`config.mk`:
```
export PLATFORM = sky130hd
export DESIGN_NAME = gcra_queue
export DESIGN_NICKNAME = d
export VERILOG_FILES = /design/src/sv/gcra_pkg.sv /design/src/sv/gcra_queue.sv
export SDC_FILE = /design/constraint.sdc
export NUM_CORES = 1
export LEC_CHECK = 0
export BUFFER_PORTS_ARGS = -buffer_cell sky130_fd_sc_hd__buf_2
export CORE_ASPECT_RATIO = 0.7
export CORE_MARGIN = 2
export CORE_UTILIZATION = 35
export CTS_CLUSTER_SIZE = 14
export DETAILED_ROUTE_END_ITERATION = 8
export HOLD_SLACK_MARGIN = 0.03
export PLACE_DENSITY = 0.59
export SLEW_MARGIN = 20
export SYNTH_ARGS = -nofsm -noshare
export SYNTH_HDL_FRONTEND = slang
export SYNTH_SLANG_ARGS = --single-unit
```
`constraint.sdc`:
```
create_clock -name clk -period 19 [get_ports clk]
set_clock_uncertainty 0.05 [all_clocks]
set_input_delay 5.7 -clock clk [delete_from_list [all_inputs] [get_ports clk]]
set_output_delay 5.7 -clock clk [all_outputs]
set_load 0.005 [all_outputs]
```
`src/sv/gcra_pkg.sv`:
```
// ----------------------------------------------------------------------------
// gcra_pkg: shared types and constants of the rate limiter
// Widths, deny causes and the descriptor that travels from front to back.
// ----------------------------------------------------------------------------
package gcra_pkg;

	localparam int BUCKETS = 4096;
	localparam int IDX_W = $clog2(BUCKETS);
	localparam logic [31:0] NS_PER_SECOND = 32'd1000000000;
	localparam int QDEPTH = 2;

	typedef enum logic [1:0] {
		CAUSE_OK = 2'd0,
		CAUSE_OVER_LIMIT = 2'd1,
		CAUSE_COST_OVER_BURST = 2'd2,
		CAUSE_ZERO_RATE = 2'd3
	} cause_t;

	// Work descriptor produced by the front end.
	typedef struct packed {
		logic             charge;   // needs the bucket read-modify-write
		cause_t           cause;    // final cause when no charge is done
		logic [IDX_W-1:0] slot;
		logic [63:0]      now;
		logic [31:0]      period;
		logic [31:0]      burst;
		logic [31:0]      cost;
	} work_t;

	typedef struct packed {
		logic   allowed;
		cause_t cause;
	} result_t;

endpackage

```
`src/sv/gcra_queue.sv`:
```
// ----------------------------------------------------------------------------
// gcra_queue: short descriptor queue between front and back
// A two-entry register queue that lets either side stall on its own.
// ----------------------------------------------------------------------------
module gcra_queue import gcra_pkg::*; (
	input  logic  clk,
	input  logic  arst_n,
	input  logic  in_valid,
	output logic  in_ready,
	input  work_t in_data,
	output logic  out_valid,
	input  logic  out_ready,
	output work_t out_data
);

	work_t      mem_q [QDEPTH];
	logic [0:0] wptr_q;
	logic [0:0] rptr_q;
	logic [1:0] cnt_q;
	logic       do_w;
	logic       do_r;

	assign in_ready = (cnt_q != 2'(QDEPTH));
	assign out_valid = (cnt_q != 2'd0);
	assign out_data = mem_q[rptr_q];
	assign do_w = in_valid && in_ready;
	assign do_r = out_valid && out_ready;

	always_ff @(posedge clk) begin
		if (do_w) begin
			mem_q[wptr_q] <= in_data;
		end
	end

	always_ff @(posedge clk or negedge arst_n) begin
		if (!arst_n) begin
			wptr_q <= '0;
			rptr_q <= '0;
			cnt_q <= '0;
		end else begin
			if (do_w) wptr_q <= wptr_q + 1'b1;
			if (do_r) rptr_q <= rptr_q + 1'b1;
			cnt_q <= cnt_q + {1'b0, do_w} - {1'b0, do_r};
		end
	end

endmodule

```
==> metrics <==
result of the run=completed; share of power burned in registers=0.435; H-tree depth reported by CTS=2; Detailed Route WL=between 20 and 30 mm; final design utilization=0.450; cell at the slowest stage of the critical path=sky130_fd_sc_hd__buf_4; sw frac=0.269; number of I/O pins=about 360; cts bufs inserted=37; Initial Utilization=0.358; DRC violation count after routing=0; cell family contributing the most delay on the critical path=buffers and inverters; number of failing setup endpoints in the final timing report=0; ratio of cells with drive above 1 in the final layout=0.606; global-route congestion overflow total=0; sinks on the clock net=354; clock slew at reported path FFs=~60 ps; total routing resource utilization after global routing=0.132; Startpoint Class=flip-flop; Synth cell types=19; VDD IR max=roughly 88 uV; share of flip-flops with an asynchronous set or reset after synthesis=0.0113; fillcell total=3300; Die W=about 240 um; CTS tree=yes; HPWL after DPL=18.4 mm; Pwr Density=roughly 150 nW/um2; number of register bits inferred by synthesis=between 300 and 400; gate count after technology mapping=approximately 570; Synth Flop Type=sky130_fd_sc_hd__edfxtp_1; count of flip-flops with a built-in enable after synthesis=350; Detailed Routing Iterations Pass 1=4; average wire length per cell after detail routing=approximately 19 um; Maximum Capacitance Violations=0; Synth top area share=0.782; Yosys Warn Count=0; count of buffering cells on the critical path with inverters included=3; via total after detailed routing=around 6500; CP required=~13000 ps; post-synthesis area per instance=around 24 um2; crit-path max cell delay=870 ps; layout-stage area growth over the synthesis result=25.6%; final sum of negative setup slack=0 ps; vias in the first global route=about 6500; CTS Root Cell=sky130_fd_sc_hd__clkbuf_16; cell area after synthesis=13400 um2; cts-stage hold buffer count=0; minimum clock period=around 9200 ps; final cell count without fillers=1466; critical path peak fanout=55; Clk pwr share=0.271; final clock period utilization by the worst path=0.484; Post-Synthesis Net Count=between 700 and 800; Placed Cells incl. Taps=approximately 1400; die height=roughly 170 um; cell type with the highest aggregate area in the netlist=sky130_fd_sc_hd__edfxtp_1; routed vias/inst=approximately 4.4; Slew Viols, Final=0; dominant cell type by count on the critical path=sky130_fd_sc_hd__buf_4; antenna-violating nets left=0; setup repair after global routing missed its margin=no; Worst slew margin=0.259; initial detailed-routing violation count=357; worst-margin pin slew=~1100 ps; area of the core=about 38000 um2; min-delay worst type=flip-flop to flip-flop; Setup crit end kind=primary output; main area contributors after synthesis=sky130_fd_sc_hd__edfxtp_1 78%, sky130_fd_sc_hd__mux2_4 16%, sky130_fd_sc_hd__mux2_2 2.9%; cells along the critical path=buf_4, buf_4, mux2_4, buf_2; WS Path Type=flip-flop to primary output; number of cells upsized or downsized after cts=0; top cells by count, synth=350 x sky130_fd_sc_hd__edfxtp_1, 140 x sky130_fd_sc_hd__mux2_4, 35 x sky130_fd_sc_hd__mux2_2, 17 x sky130_fd_sc_hd__buf_6, 4 x sky130_fd_sc_hd__dfrtp_1; nets@finish=~1100; count of standard-cell rows=slightly below 60; area of the die=40000 um2; net switching power=between 0.0006 and 0.0007 W; setup slack of the critical path after layout=between 9000 and 10000 ps; clk buf depth=3; number of antenna violations at the first check in global routing=3; highest achievable clock rate=about 0.11 GHz; first-pass GRT wire length=between 30 and 40 mm; Comb power frac=0.294; Critical Path AT=roughly 3500 ps; maximum number of pins on one net before global-route repair=74; Lkg Pwr=between 6 and 7 nW; most common cell in the netlist=sky130_fd_sc_hd__edfxtp_1; Int Pwr=~0.0019 W; source-to-sink clock delay at the later pin of the worst-skew pair=between 500 and 600 ps; endpoints failing hold=0; port bufs=355; Post-CTS Repair Setup Buffers=0; final RePlAce weighted congestion=around 0.76; register area share after synthesis=0.790; Setup WS pre-CTS=~10000 ps
## worst reg2reg max path: stages, from the launching register on
cell,delay [ps]
sky130_fd_sc_hd__dfrtp_1,440
sky130_fd_sc_hd__nand2b_1,180
sky130_fd_sc_hd__nand2_1,130
sky130_fd_sc_hd__nor2_4,100
sky130_fd_sc_hd__buf_4,710
sky130_fd_sc_hd__buf_4,710
## metrics by stage
step	instance area [um2]	total power, W	hold slack (ps)
final	16900	0.00258	538
after global routing	16900	0.00272	551
after CTS	16900	0.00263	550
after detailed placement	15700	0.00192	538
after global placement	15700	0.00191	492
after floorplan	13400	0.00167	410
## worst paths after layout
check | start | to | slack [ps] | cells after the start
min in group asynchronous | arst_n | cnt_q[0]$_DFF_PN0_ | 4950 | 1
max in group asynchronous | arst_n | rptr_q$_DFFE_PN0P_ | 13800 | 1
setup / recovery | rptr_q$_DFFE_PN0P_ | out_data[21] | 9800 | 4
hold / removal | wptr_q$_DFFE_PN0P_ | wptr_q$_DFFE_PN0P_ | 540 | 1
setup reg to reg | cnt_q[0]$_DFF_PN0_ | mem_q[0][93]$_DFFE_PP_ | 16300 | 5
hold reg to reg | wptr_q$_DFFE_PN0P_ | wptr_q$_DFFE_PN0P_ | 540 | 1
## layout make-up
| type | count | area (um2) | area share |
|---|---|---|---|
| Clock buffer | 52 | 1020 | 0.0607 |
| Clock inverter | 15 | 155 | 0.00920 |
| Antenna cell | 1 | 2.50 | 0.000148 |
| Multi-Input combinational cell | 193 | 2630 | 0.156 |
| Timing Repair Buffer | 363 | 1840 | 0.109 |
| Sequential cell | 354 | 10600 | 0.629 |
| Tap cell | 488 | 611 | 0.0362 |
## cell families after synthesis
kind of cell             count (synthesis)  share of synthesized area
XOR/XNOR                                 3                    0.00196
AND/OR/NAND/NOR                         10                    0.00363
flip-flops                             354                      0.790
multiplexers                           175                      0.186
AO/OA/AOI/OAI                            4                    0.00233
adder cells (fa/ha/maj)                  1                   0.000931
buffers and inverters                   20                     0.0154
## flip-flops by register name (all words and copies together) (netlist names)
name and cells:
rptr_q 1, cnt_q 2, wptr_q 1, mem_q 350
## cells in the final DEF (no fill, tap or decap), drive strengths merged
| cell type | Yosys | routed |
|---|---|---|
| nand3 | 1 | 1 |
| nor2 | 3 | 3 |
| nor2b | 1 | 1 |
| and3 | 1 | 1 |
| o21ai | 1 | 1 |
| nand2 | 2 | 2 |
| buf | 20 | 363 |
| a32oi | 1 | 1 |
| ha | 1 | 1 |
| edfxtp | 350 | 350 |
| a211oi | 1 | 1 |
| mux2 | 175 | 175 |
| clkinv | 0 | 10 |
| bufinv | 0 | 3 |
| a21bo | 1 | 1 |
| xnor2 | 3 | 3 |
| dfrtp | 4 | 4 |
| or2 | 1 | 1 |
| diode | 0 | 1 |
| clkbuf | 0 | 52 |
| nand2b | 1 | 1 |
| inv | 0 | 2 |
## power by group through the flow
stage                     Sequential, W  Clock, W  Combinational, W
final                           0.00112  0.000700          0.000760
after global placement          0.00114         0          0.000776
after detailed placement        0.00114         0          0.000779
after global routing            0.00114  0.000758          0.000819
after CTS                       0.00113  0.000725          0.000781
after floorplan                 0.00116         0          0.000515
## layer usage
layer,track usage,part of all wire,vias up
met2,0.208,0.46,211
met4,0.0359,0.019,4
met1,0.174,0.44,3238
met3,0.0456,0.078,41
li1,-,-,3029
met5,0,0.00069,-
Power figures use the tool's default switching activity.
